## src/rtl/sbd_pkg.sv

```systemverilog
// Shared types, constants and helper functions of the script byte descrambler.
`default_nettype none

package sbd_pkg;

	// Header length in bytes and the XOR key applied to the two key bytes.
	localparam int unsigned HDR_LEN = 4;
	localparam logic [7:0] HDR_KEY = 8'hF0;
	localparam logic [7:0] KEY_MASKED = 8'hFF;

	// Number of bytes a group can hold, and the depth of the group queue.
	localparam int unsigned GROUP_MAX = 8;
	localparam int unsigned QUEUE_DEPTH = 2;
	localparam int unsigned QUEUE_PTR_W = $clog2(QUEUE_DEPTH);

	// Reorder kind of a group; PERM_NONE keeps arrival order.
	typedef enum logic [1:0] {
		PERM_2,
		PERM_4,
		PERM_8,
		PERM_NONE
	} perm_t;

	// One unit of work handed from the front to the back.
	typedef struct packed {
		logic [GROUP_MAX-1:0][7:0] bytes;
		logic [2:0]                cnt_m1;
		perm_t                     perm;
		logic                      shuf_en;
		logic [2:0]                row;
		logic                      last;
	} entry_t;

	// Signed bit shifts of each shuffle row.
	localparam int SHIFT_ROWS [8][8] = '{
		'{2,  6, -1,  0,  1, -5, -2, -1},
		'{3,  4,  0,  3, -3,  2, -6, -3},
		'{7,  5,  3,  1, -1, -3, -5, -7},
		'{3,  1, -1, -3,  3,  1, -1, -3},
		'{6,  3, -2,  4, -3, -2, -1, -5},
		'{5,  6,  4, -1, -4, -4, -2, -4},
		'{7, -1,  4, -2, -2, -1, -3, -2},
		'{1,  5, -2, -1,  1,  2, -2, -4}
	};

	// Byte reorder tables for groups of two, four and eight.
	localparam logic [2:0] ORDER_2 [2] = '{3'd1, 3'd0};
	localparam logic [2:0] ORDER_4 [4] = '{3'd2, 3'd3, 3'd0, 3'd1};
	localparam logic [2:0] ORDER_8 [8] = '{3'd6, 3'd4, 3'd5, 3'd7, 3'd1, 3'd2, 3'd0, 3'd3};

	// Moves each bit by its row shift, drops bits shifted out, then inverts.
	function automatic logic [7:0] bit_shuffle(input logic [2:0] row, input logic [7:0] b);
		logic [7:0] acc;
		int         d;
		acc = '0;
		for (int i = 0; i < 8; i++) begin
			d = i + SHIFT_ROWS[row][i];
			if (d >= 0 && d < 8) begin
				acc[d[2:0]] = acc[d[2:0]] | b[i];
			end
		end
		return ~acc;
	endfunction

	// Group size in bytes for a reorder kind.
	function automatic logic [3:0] group_size(input perm_t perm);
		logic [3:0] s;
		case (perm)
			PERM_2:  s = 4'd2;
			PERM_4:  s = 4'd4;
			PERM_8:  s = 4'd8;
			default: s = 4'd1;
		endcase
		return s;
	endfunction

	// Buffer slot read for output position k of a group.
	function automatic logic [2:0] order_index(input perm_t perm, input logic [2:0] k);
		logic [2:0] idx;
		case (perm)
			PERM_2:  idx = ORDER_2[k[0]];
			PERM_4:  idx = ORDER_4[k[1:0]];
			PERM_8:  idx = ORDER_8[k];
			default: idx = k;
		endcase
		return idx;
	endfunction

endpackage

`default_nettype wire

```

## src/rtl/sbd_front.sv

```systemverilog
// Front end: parses the header, gathers data bytes into groups, issues queue entries.
`default_nettype none

module sbd_front (
	input  wire logic            clk,
	input  wire logic            arst_n,
	input  wire logic            in_valid,
	input  wire logic [7:0]      data_byte,
	input  wire logic            first_byte,
	input  wire logic            last_byte,
	input  wire logic            make_readable,
	input  wire logic            q_full,
	output logic                 q_push,
	output sbd_pkg::entry_t      q_entry
);

	logic [2:0]                         hdr_pos_q;
	logic [2:0]                         fill_q;
	logic [2:0]                         row_q;
	logic                               row_valid_q;
	sbd_pkg::perm_t                     perm_q;
	logic [sbd_pkg::GROUP_MAX-1:0][7:0] buf_q;

	logic                               accept;
	logic [2:0]                         hp_eff;
	logic [2:0]                         fill_eff;
	logic                               in_hdr;
	logic [3:0]                         fill_new;
	logic                               complete;
	logic [sbd_pkg::GROUP_MAX-1:0][7:0] merged;
	logic [7:0]                         key;
	sbd_pkg::perm_t                     new_perm;

	assign accept = in_valid && !q_full;

	// A first byte restarts the header and drops any partial group.
	always_comb begin
		hp_eff   = first_byte ? 3'd0 : hdr_pos_q;
		fill_eff = first_byte ? 3'd0 : fill_q;
		in_hdr   = hp_eff < 3'(sbd_pkg::HDR_LEN);
		fill_new = {1'b0, fill_eff} + 4'd1;
		complete = fill_new == sbd_pkg::group_size(perm_q);
		merged   = buf_q;
		merged[fill_eff] = data_byte;
		key      = data_byte ^ sbd_pkg::HDR_KEY;
		case (key)
			8'd0:    new_perm = sbd_pkg::PERM_2;
			8'd1:    new_perm = sbd_pkg::PERM_4;
			8'd2:    new_perm = sbd_pkg::PERM_8;
			default: new_perm = sbd_pkg::PERM_NONE;
		endcase
	end

	// Build the entry: a single header byte, a full group, or a flushed partial group.
	always_comb begin
		q_entry = '0;
		q_entry.last = last_byte;
		if (in_hdr) begin
			q_entry.bytes[0] = (make_readable && (hp_eff == 3'd0 || hp_eff == 3'd1)) ?
				sbd_pkg::KEY_MASKED : data_byte;
			q_entry.cnt_m1   = 3'd0;
			q_entry.perm     = sbd_pkg::PERM_NONE;
			q_entry.shuf_en  = 1'b0;
		end else begin
			q_entry.bytes   = merged;
			q_entry.shuf_en = row_valid_q;
			q_entry.row     = row_q;
			if (complete) begin
				q_entry.cnt_m1 = fill_eff;
				q_entry.perm   = perm_q;
			end else begin
				q_entry.cnt_m1 = fill_eff;
				q_entry.perm   = sbd_pkg::PERM_NONE;
			end
		end
		q_push = accept && (in_hdr || complete || last_byte);
	end

	// Header and group control state.
	always_ff @(posedge clk or negedge arst_n) begin
		if (!arst_n) begin
			hdr_pos_q   <= '0;
			fill_q      <= '0;
			row_q       <= '0;
			row_valid_q <= 1'b1;
			perm_q      <= sbd_pkg::PERM_2;
		end else if (accept) begin
			if (in_hdr) begin
				if (hp_eff == 3'd0) begin
					row_q       <= key[2:0];
					row_valid_q <= key[7:3] == 5'd0;
				end
				if (hp_eff == 3'd1) begin
					perm_q <= new_perm;
				end
				hdr_pos_q <= last_byte ? 3'd0 : hp_eff + 3'd1;
				fill_q    <= '0;
			end else begin
				hdr_pos_q <= last_byte ? 3'd0 : hp_eff;
				fill_q    <= (complete || last_byte) ? 3'd0 : fill_new[2:0];
			end
		end
	end

	// Group buffer; only slots below the fill count are ever used.
	always_ff @(posedge clk) begin
		if (accept && !in_hdr) begin
			buf_q[fill_eff] <= data_byte;
		end
	end

endmodule

`default_nettype wire

```

## src/rtl/sbd_queue.sv

```systemverilog
// Short queue of group entries between the front and back ends.
`default_nettype none

module sbd_queue (
	input  wire logic            clk,
	input  wire logic            arst_n,
	input  wire logic            wr_en,
	input  wire sbd_pkg::entry_t wr_entry,
	output logic                 q_full,
	input  wire logic            rd_en,
	output sbd_pkg::entry_t      rd_entry,
	output logic                 q_empty
);

	sbd_pkg::entry_t                    slot_q [sbd_pkg::QUEUE_DEPTH];
	logic [sbd_pkg::QUEUE_PTR_W-1:0]    wr_ptr_q;
	logic [sbd_pkg::QUEUE_PTR_W-1:0]    rd_ptr_q;
	logic [sbd_pkg::QUEUE_PTR_W:0]      count_q;

	assign q_full   = count_q == (sbd_pkg::QUEUE_PTR_W + 1)'(sbd_pkg::QUEUE_DEPTH);
	assign q_empty  = count_q == '0;
	assign rd_entry = slot_q[rd_ptr_q];

	// Pointers and occupancy.
	always_ff @(posedge clk or negedge arst_n) begin
		if (!arst_n) begin
			wr_ptr_q <= '0;
			rd_ptr_q <= '0;
			count_q  <= '0;
		end else begin
			if (wr_en) begin
				wr_ptr_q <= (wr_ptr_q == (sbd_pkg::QUEUE_PTR_W)'(sbd_pkg::QUEUE_DEPTH - 1)) ?
					'0 : wr_ptr_q + 1'b1;
			end
			if (rd_en) begin
				rd_ptr_q <= (rd_ptr_q == (sbd_pkg::QUEUE_PTR_W)'(sbd_pkg::QUEUE_DEPTH - 1)) ?
					'0 : rd_ptr_q + 1'b1;
			end
			if (wr_en && !rd_en) begin
				count_q <= count_q + 1'b1;
			end else if (rd_en && !wr_en) begin
				count_q <= count_q - 1'b1;
			end
		end
	end

	// Entry storage.
	always_ff @(posedge clk) begin
		if (wr_en) begin
			slot_q[wr_ptr_q] <= wr_entry;
		end
	end

endmodule

`default_nettype wire

```

## src/rtl/sbd_back.sv

```systemverilog
// Back end: walks each entry byte by byte, reorders, bit-shuffles and registers the result.
`default_nettype none

module sbd_back (
	input  wire logic            clk,
	input  wire logic            arst_n,
	input  wire sbd_pkg::entry_t head,
	input  wire logic            q_empty,
	output logic                 q_pop,
	input  wire logic            pop,
	output logic                 empty,
	output logic [7:0]           out_byte,
	output logic                 out_last
);

	logic [2:0] pos_q;
	logic       out_valid_q;
	logic [7:0] out_byte_q;
	logic       out_last_q;

	logic       load;
	logic       done;
	logic [7:0] raw;
	logic [7:0] shaped;

	// Load the output register when an entry waits and the register is free or being taken this cycle.
	always_comb begin
		load   = !q_empty && (!out_valid_q || pop);
		done   = pos_q == head.cnt_m1;
		q_pop  = load && done;
		raw    = head.bytes[sbd_pkg::order_index(head.perm, pos_q)];
		shaped = head.shuf_en ? sbd_pkg::bit_shuffle(head.row, raw) : raw;
	end

	// Byte position within the head entry and the output valid flag.
	always_ff @(posedge clk or negedge arst_n) begin
		if (!arst_n) begin
			pos_q       <= '0;
			out_valid_q <= 1'b0;
		end else begin
			if (load) begin
				pos_q       <= done ? 3'd0 : pos_q + 3'd1;
				out_valid_q <= 1'b1;
			end else if (pop) begin
				out_valid_q <= 1'b0;
			end
		end
	end

	// Output payload register.
	always_ff @(posedge clk) begin
		if (load) begin
			out_byte_q <= shaped;
			out_last_q <= head.last && done;
		end
	end

	assign empty    = !out_valid_q;
	assign out_byte = out_byte_q;
	assign out_last = out_last_q;

endmodule

`default_nettype wire

```

## src/rtl/script_byte_descrambler_unit.sv

```systemverilog
// Top level of the script byte descrambler: configuration register, front, queue and back.
//
//  Channel   Signals                                   Direction  Handshake
//  input     push, full, data_byte, first_byte,        in         push & !full
//            last_byte
//  result    empty, pop, out_byte, out_last            out        pop & !empty
//  config    cfg_valid, cfg_ready, cfg_data            in         cfg_valid & cfg_ready
//
// One byte is taken per cycle while full is low; the item that completes a group is
// written to the group queue, and its results leave through the single output register
// of the back end at one byte per cycle while pop is held. A group drains byte by byte.
// Reset is asynchronous and clears all control state; no clearing pass is needed.
// The front stalls (full) only while both group queue slots are occupied.
`default_nettype none

module script_byte_descrambler_unit (
	input  wire logic       clk,
	input  wire logic       arst_n,
	input  wire logic       push,
	output logic            full,
	input  wire logic [7:0] data_byte,
	input  wire logic       first_byte,
	input  wire logic       last_byte,
	output logic            empty,
	input  wire logic       pop,
	output logic [7:0]      out_byte,
	output logic            out_last,
	input  wire logic       cfg_valid,
	output logic            cfg_ready,
	input  wire logic       cfg_data
);

	logic            make_readable_q;
	logic            q_push;
	logic            q_pop;
	logic            q_full;
	logic            q_empty;
	sbd_pkg::entry_t q_wr_entry;
	sbd_pkg::entry_t q_head;

	// Configuration register; writes are always taken.
	assign cfg_ready = 1'b1;

	always_ff @(posedge clk or negedge arst_n) begin
		if (!arst_n) begin
			make_readable_q <= 1'b0;
		end else if (cfg_valid) begin
			make_readable_q <= cfg_data;
		end
	end

	assign full = q_full;

	sbd_front u_front (
		.clk           (clk),
		.arst_n        (arst_n),
		.in_valid      (push),
		.data_byte     (data_byte),
		.first_byte    (first_byte),
		.last_byte     (last_byte),
		.make_readable (make_readable_q),
		.q_full        (q_full),
		.q_push        (q_push),
		.q_entry       (q_wr_entry)
	);

	sbd_queue u_queue (
		.clk      (clk),
		.arst_n   (arst_n),
		.wr_en    (q_push),
		.wr_entry (q_wr_entry),
		.q_full   (q_full),
		.rd_en    (q_pop),
		.rd_entry (q_head),
		.q_empty  (q_empty)
	);

	sbd_back u_back (
		.clk      (clk),
		.arst_n   (arst_n),
		.head     (q_head),
		.q_empty  (q_empty),
		.q_pop    (q_pop),
		.pop      (pop),
		.empty    (empty),
		.out_byte (out_byte),
		.out_last (out_last)
	);

	// The front never writes a full queue.
	a_no_overflow: assert property (@(posedge clk) disable iff (!arst_n)
		q_push |-> !q_full)
		else $error("group queue written while full");

	// The back never retires an entry from an empty queue.
	a_no_underflow: assert property (@(posedge clk) disable iff (!arst_n)
		q_pop |-> !q_empty)
		else $error("group queue read while empty");

	// A waiting result that is not taken keeps its place.
	a_result_holds: assert property (@(posedge clk) disable iff (!arst_n)
		(!empty && !pop) |=> (!empty && $stable(out_byte) && $stable(out_last)))
		else $error("waiting result changed before it was taken");

	// Queue occupancy flags are never both set.
	a_flags_exclusive: assert property (@(posedge clk) disable iff (!arst_n)
		!(q_full && q_empty))
		else $error("group queue full and empty at once");

endmodule

`default_nettype wire

```

## config.mk

```make
export PLATFORM = sky130hd
export DESIGN_NAME = script_byte_descrambler_unit
export DESIGN_NICKNAME = d
export VERILOG_FILES = /design/src/rtl/sbd_pkg.sv /design/src/rtl/sbd_front.sv /design/src/rtl/sbd_queue.sv /design/src/rtl/sbd_back.sv /design/src/rtl/script_byte_descrambler_unit.sv
export SDC_FILE = /design/constraint.sdc
export NUM_CORES = 1
export LEC_CHECK = 0
export BUFFER_PORTS_ARGS = -buffer_cell sky130_fd_sc_hd__buf_2
export CAP_MARGIN = 20
export CORE_UTILIZATION = 65
export CTS_CLUSTER_SIZE = 28
export DETAILED_ROUTE_END_ITERATION = 7
export GPL_ROUTABILITY_DRIVEN = 0
export PLACE_DENSITY = 0.9
export REMOVE_ABC_BUFFERS = 1
export SLEW_MARGIN = 0
export SYNTH_ARGS = -nofsm -noshare
export SYNTH_HDL_FRONTEND = slang
export SYNTH_SLANG_ARGS = --single-unit
```

## constraint.sdc

```tcl
create_clock -name clk -period 23.4 [get_ports clk]
set_clock_uncertainty 0.05 [all_clocks]
set_input_delay 0 -clock clk [delete_from_list [all_inputs] [get_ports clk]]
set_output_delay 0 -clock clk [all_outputs]
set_load 0.1 [all_outputs]
```

==> metrics.txt, run 1 <==
status finished with violations; failing checks DRC; count of final hold-check violations 0; worst slack, placed 15.96 ns; CP endpoint kind register; HP Class in -> reg; maxcap violations 0; Post-CTS Resized 0; die area 21300 um2; Port Buffers 26; Power Dens Cells 145 nW/um2; internal power 0.00115 W; flop-to-flop setup slack 15.71 ns; cell area after synthesis 13500 um2; Vias/cell 6.90; top-area cell type share of the netlist area 0.492; Synth Register Bits 242; setup ws final 15.71 ns; Cell Rows 52; clock slew at reported path FFs 0.06 ns; startpoint types register; CTS Buf Count 25; r2r worst-path depth 26; DP HPWL 21500 um; initial drt markers 1475; wire per inst 22.9 um; Initial Utilization 0.665; share of cells above drive strength 1 0.180; Tot GR Track Use 0.317; switching share of power 0.463; combinational share of power 0.544; Layout area overhead 10.1%; Crit path required time 23.73 ns; Flop pwr share 0.284; Worst-Skew Late Latency 0.54 ns; initial antenna violation count 0; Fmax achieved 130 MHz; Residual DRC 9; unrepaired setup endpoints after global routing no; cells after synthesis 1137; CTS tree built; first-pass GRT wire length 52200 um; NetSw 0.000995 W; CP Class reg -> reg; hold_ws 0.0809 ns; Tcrit/Tclk final 0.329; Core Box Area 20300 um2; CTS Root Cell clkbuf_16; post-synthesis async set-or-reset flop share 0.0868; Hold Path Depth 3; H-tree levels 1; IO Pins 28; ANT nets after route 0; Die X 146 um; Nets 1232; Non-Filler Instances 1462; arrival time at the worst endpoint 8.02 ns; max_slew headroom 0.232; Setup-failing EPs final 0; EDFF count, synth 221; vias in the first global route 9938; number of distinct library cells after synthesis 87; commonest cells after routing, fill and taps aside 221 x edfxtp_1, 101 x nand2_1, 77 x nor2_1; CTS Hold Bufs 20; placed cell count 1396; power share of the clock group 0.172; fin. max-slew vios 0; Final Critical Period 7.69 ns; DRT Pass-1 Iters 8; commonest non-fill, non-tap cell in the layout edfxtp_1; Setup Buffers After CTS 0; Seq/Total Area, Yosys 0.531; Design Area, Final 14900 um2; yosys warns 0; Lkg Pwr 5.12 nW; CTS Buffer Depth 3; Total Wirelength 33500 um; # clock sinks 242; largest net degree at the start of global routing 75; placed instance area 13900 um2; worst-margin pin slew 1.15 ns; Max FO, Critical Path 17; top post-synthesis cells by area edfxtp_1 49%, mux2_2 6.2%, mux4_2 4.3%; Vert. Die Dim 146 um; area leader, netlist edfxtp_1; ANT cells 0; grt total ovfl 0; Post-synth top flop edfxtp_1; Fill cells 1299; routed via count 10100; Peak VDD IR 0.0865 mV; setup TNS 0 ns; syn avg cell area 11.9 um2
## sequential cells by signal (all words and copies together), names as in the netlist, 3 cells and up
name               count
u_back.pos_q           3
u_back.out_byte        8
u_queue.slot_q       148
u_front.fill_q         3
u_front.hdr_pos_q      3
u_front.row_q          3
u_front.buf_q         64
## final cells by class
class                      instances  area [um2]  share of cell area
tap                              270         338              0.0227
multi-input combinational        817        6040               0.407
clock buffer                      32         652              0.0439
clock inverter                    13         108             0.00724
sequential                       242        7160               0.482
inverter                          26        97.6             0.00657
timing repair buffer              62         458              0.0308
## worst max-delay path: stages (launching register included)
cell	delay, ns
dfrtp_2	0.55
mux2i_1	0.23
buf_4	0.26
inv_1	0.15
ha_1	0.30
and2_1	0.20
o21ai_0	0.33
nand2_1	0.20
or3_1	0.41
or2_2	0.31
ha_1	0.27
nor4b_1	0.21
nand2_1	0.17
nor3_1	0.60
o22a_1	0.26
a21oi_1	0.08
nor3_1	0.43
a211oi_1	0.23
a211oi_4	0.35
a31oi_1	0.20
a221oi_1	0.45
nand2_1	0.19
a211oi_2	0.41
nor3_1	0.14
o311ai_2	0.27
o31ai_1	0.14
o21ai_1	0.15
## cells in the mapped netlist (all sizes together) (17+ instances only)
| cell | n |
|---|---|
| a21oi | 35 |
| and2 | 69 |
| and3 | 19 |
| buf | 18 |
| clkbuf | 34 |
| dfrtp | 20 |
| edfxtp | 221 |
| ha | 42 |
| inv | 26 |
| mux2 | 74 |
| mux4 | 26 |
| nand2 | 101 |
| nand2b | 18 |
| nand3 | 41 |
| nor2 | 79 |
| nor2b | 17 |
| nor3 | 41 |
| o21ai | 50 |
## stage by stage
step           power [W]  utilization
2_1_floorplan    0.00144            -
3_3_place_gp     0.00170        0.684
3_5_place_dp     0.00173        0.684
4_1_cts          0.00211        0.731
5_1_grt          0.00225        0.732
6_report         0.00215        0.732
## path summary, 6_finish.rpt
kind,startpoint,endpoint
worst max-delay path,u_queue.rd_ptr_q$_DFFE_PN0P_,u_back.out_byte[4]$_DFFE_PP_
worst min-delay path,first_byte,u_front.fill_q[0]$_DFFE_PN0P_
worst max register to register,u_queue.rd_ptr_q$_DFFE_PN0P_,u_back.out_byte[4]$_DFFE_PP_
worst min register to register,u_queue.count_q[1]$_DFFE_PN0P_,u_back.out_valid_q$_DFFE_PN0P_
max in group asynchronous,arst_n,u_queue.rd_ptr_q$_DFFE_PN0P_
min in group asynchronous,arst_n,u_front.row_valid_q$_DFFE_PN1P_
## cell families after synthesis
group | Yosys count | synth area share
and+or+nand+nor | 438 | 0.167
DFF | 242 | 0.531
AOI/OAI and AO/OA | 207 | 0.111
muxes | 115 | 0.117
buffers and inverters | 78 | 0.0255
adders and majority gates | 42 | 0.0389
xor gates and xnor gates | 14 | 0.00909
other | 1 | 0.000278
## layer usage
layer / up-vias / wire, um / global-route usage
li1: 4407 / - / -
met1: 4746 / 12000 / 0.390
met2: 728 / 16300 / 0.536
met3: 205 / 3240 / 0.0563
met4: 0 / 2000 / 0.171
met5: - / 0 / 0
## power by group through the flow
stage | Combinational [W] | Clock, W | Sequential, W
after detailed placement | 0.00111 | 0 | 0.000617
after global placement | 0.00109 | 0 | 0.000611
after CTS | 0.00112 | 0.000374 | 0.000609
after global routing | 0.00124 | 0.000390 | 0.000616
final | 0.00117 | 0.000370 | 0.000610
after floorplan | 0.000758 | 0 | 0.000685
Power figures use the tool's default switching activity.
==> run 2: changes to the inputs <==
--- a/config.mk
+++ b/config.mk
@@ -7,11 +7,11 @@
 export LEC_CHECK = 0
 export BUFFER_PORTS_ARGS = -buffer_cell sky130_fd_sc_hd__buf_2
 export CAP_MARGIN = 20
-export CORE_UTILIZATION = 65
+export CORE_UTILIZATION = 57
 export CTS_CLUSTER_SIZE = 28
 export DETAILED_ROUTE_END_ITERATION = 7
 export GPL_ROUTABILITY_DRIVEN = 0
-export PLACE_DENSITY = 0.9
+export PLACE_DENSITY = 0.84
 export REMOVE_ABC_BUFFERS = 1
 export SLEW_MARGIN = 0
 export SYNTH_ARGS = -nofsm -noshare
==> constraint.sdc (replaced) <==
create_clock -name clk -period 6.6 [get_ports clk]
set_clock_uncertainty 0.05 [all_clocks]
set_input_delay 0 -clock clk [delete_from_list [all_inputs] [get_ports clk]]
set_output_delay 0 -clock clk [all_outputs]
set_load 0.1 [all_outputs]
==> metrics.txt, run 2 (synthesis gave the netlist of run 1 again) <==
Crit path required time 6.93 ns (-16.80 ns); initial drt markers 1069 (-28%); Flop pwr share 0.263 (-0.021); Largest stage delay, worst path 0.54 ns (-0.06 ns); Port Buffers 26 (unchanged); Fmax achieved 153 MHz (+18%); unrepaired setup endpoints after global routing yes; largest net degree at the start of global routing 75 (unchanged); IO Pins 28 (unchanged); Die X 156 um (+6.7%); H-tree levels 1 (unchanged); Design Area, Final 15500 um2 (+4.0%); switching share of power 0.455 (-0.00787); CTS tree built; combinational share of power 0.555 (+0.011); CP endpoint kind register; CTS Buffer Depth 3 (unchanged); maxcap violations 0 (unchanged); CP top delay family compound AO/OA/AOI/OAI gates; Max FO, Critical Path 30 (+13); arrival time at the worst endpoint 6.87 ns (-1.15 ns); status finished with violations; worst-margin pin slew 1.06 ns (-0.0833 ns); clock slew at reported path FFs 0.06 ns (about the same); wire per inst 22.3 um (-2.7%); hold_ws 0.213 ns (+0.132 ns); placed instance area 14100 um2 (+1.5%); power share of the clock group 0.181 (+0.009); startpoint types register; fin. max-slew vios 0 (unchanged); Peak VDD IR 0.347 mV (+300%); max_slew headroom 0.292 (+0.0597); Vert. Die Dim 156 um (+6.7%); count of final hold-check violations 0 (unchanged); DP HPWL 22100 um (+2.5%); NetSw 0.00372 W (+270%); ANT cells 0 (unchanged); Final Critical Period 6.54 ns (-1.15 ns); internal power 0.00446 W (+290%); initial antenna violation count 0 (unchanged); CP Class reg -> reg; commonest non-fill, non-tap cell in the layout edfxtp_1; ANT nets after route 0 (unchanged); max FFs per register 148 (unchanged); setup TNS 0 ns (unchanged); Fill cells 1586 (+22%); routed via count 10100 (+0.30%); grt total ovfl 0 (unchanged); Core Box Area 22900 um2 (+13%); Cell Rows 55 (+5.8%); failing checks DRC; WP buf/inv 2 (unchanged); Initial Utilization 0.589 (-0.0759); Vias/cell 6.60 (-4.3%); Worst-Skew Late Latency 0.54 ns (about the same); Layout area overhead 14.5%; commonest cells after routing, fill and taps aside 221 x edfxtp_1, 100 x nand2_1, 75 x nor2_1; Core Util, Final 0.674 (-0.0575); die area 24300 um2 (+14%); DRT Pass-1 Iters 8 (unchanged); Total Wirelength 34200 um (+2.0%); Lkg Pwr 5.35 nW (+4.4%); vias in the first global route 9984 (+0.46%); Tcrit/Tclk final 0.991 (+0.662); HP Class in -> reg; Top reg by flops u_queue.slot_q; Residual DRC 4 (-5); Nets 1258 (+2.1%); share of cells above drive strength 1 0.233 (+0.0534); CTS Root Cell clkbuf_16; CP Cell Sequence buf_8 -> mux2_2 -> nand2_1 -> and2_1 -> ha_1 -> inv_1 -> ha_1 -> nor2_2 -> nand3_1 -> and3_1 -> a41oi_1 -> o221ai_1 -> a211oi_4 -> o31ai_4 -> a221oi_4 -> nand4_2 -> a211oi_4 -> nor3_2 -> o311ai_2 -> o31ai_2 -> o21ai_1; first-pass GRT wire length 52800 um (+1.2%); # clock sinks 242 (unchanged); CP max stage cell mux2_2; CTS Buf Count 25 (unchanged); Tot GR Track Use 0.282 (-0.0349); Tot Pwr 0.00818 W (+280%); Setup-failing EPs final 0 (unchanged); Power Dens Cells 529 nW/um2 (+270%)
-- run 2: cell types whose count changed in the layout (fill, tap and decap cells not counted), sizes merged --
cell,delta
buf,+27
bufinv,+3
clkbuf,-5
clkinv,-3
clkinvlp,+2
dlygate4sd3,-1
inv,+4
-- run 2: metal layers --
metal  up-vias  wire [um]  part of all wire  track usage
li1       4471          -                 -            -
met1      4838      13100              0.38        0.351
met2       602      16300              0.48        0.468
met3       205       2780             0.081       0.0486
met4         0       2060             0.060        0.156
met5         -          0                 0            0
-- run 2: path summary, 6_finish.rpt --
path / startpoint / end / slack [ns] / cells past startpoint
setup / recovery: u_queue.rd_ptr_q$_DFFE_PN0P_ / u_back.out_byte[6]$_DFFE_PP_ / 0.06 / 21
hold / removal: pop / u_back.out_valid_q$_DFFE_PN0P_ / 0.21 / 4
setup reg to reg: u_queue.rd_ptr_q$_DFFE_PN0P_ / u_back.out_byte[6]$_DFFE_PP_ / 0.06 / 21
hold reg to reg: u_front.row_valid_q$_DFFE_PN1P_ / u_front.row_valid_q$_DFFE_PN1P_ / 0.44 / 2
max in group asynchronous: arst_n / u_front.hdr_pos_q[2]$_DFFE_PN0P_ / 5.05 / 5
min in group asynchronous: arst_n / u_front.row_valid_q$_DFFE_PN1P_ / 0.49 / 3
-- run 2: area by class of cell --
class	count	area [um2]	area share
Sequential cell	242	7160	0.464
Multi-Input combinational cell	817	6260	0.405
Timing Repair Buffer	88	671	0.0434
Clock buffer	27	633	0.0410
Tap cell	313	392	0.0253
Clock inverter	19	239	0.0155
Inverter	26	97.6	0.00632
-- run 2: repair_timing --
action / 4_1_cts / 5_1_grt
buffers inserted: 0 / 5
gates cloned: 0 / 0
endpoints found under the setup margin: 5 / 8
pin swaps: 2 / 24
gates resized for setup: 6 / 47
hold buffers: 19 / 0
hold endpoints to repair: 118 / 0
-- run 2: metrics by stage --
stage,instances,setup slack [ns]
6_report,1532,0.0590
5_1_grt,1532,-0.183
4_1_cts,1526,0.0194
3_5_place_dp,1461,-0.0829
3_3_place_gp,1461,0.246
2_1_floorplan,1085,-1.86
-- run 2: power by group through the flow --
stage	combinational, W	sequential, W	clock, W
floorplan	0.00269	0.00243	0
global placement	0.00400	0.00216	0
detailed placement	0.00409	0.00218	0
CTS	0.00416	0.00215	0.00149
global route	0.00482	0.00218	0.00155
finish	0.00454	0.00215	0.00148
-- run 2: worst reg2reg max path, cell delays in order (launching register included) --
cell and delay [ns]:
dfrtp_2 0.43, buf_8 0.31, mux2_2 0.55, nand2_1 0.32, and2_1 0.34, ha_1 0.22
inv_1 0.05, ha_1 0.19, nor2_2 0.33, nand3_1 0.31, and3_1 0.26, a41oi_1 0.37
o221ai_1 0.31, a211oi_4 0.39, o31ai_4 0.12, a221oi_4 0.42, nand4_2 0.21, a211oi_4 0.42
nor3_2 0.10, o311ai_2 0.37, o31ai_2 0.15, o21ai_1 0.16
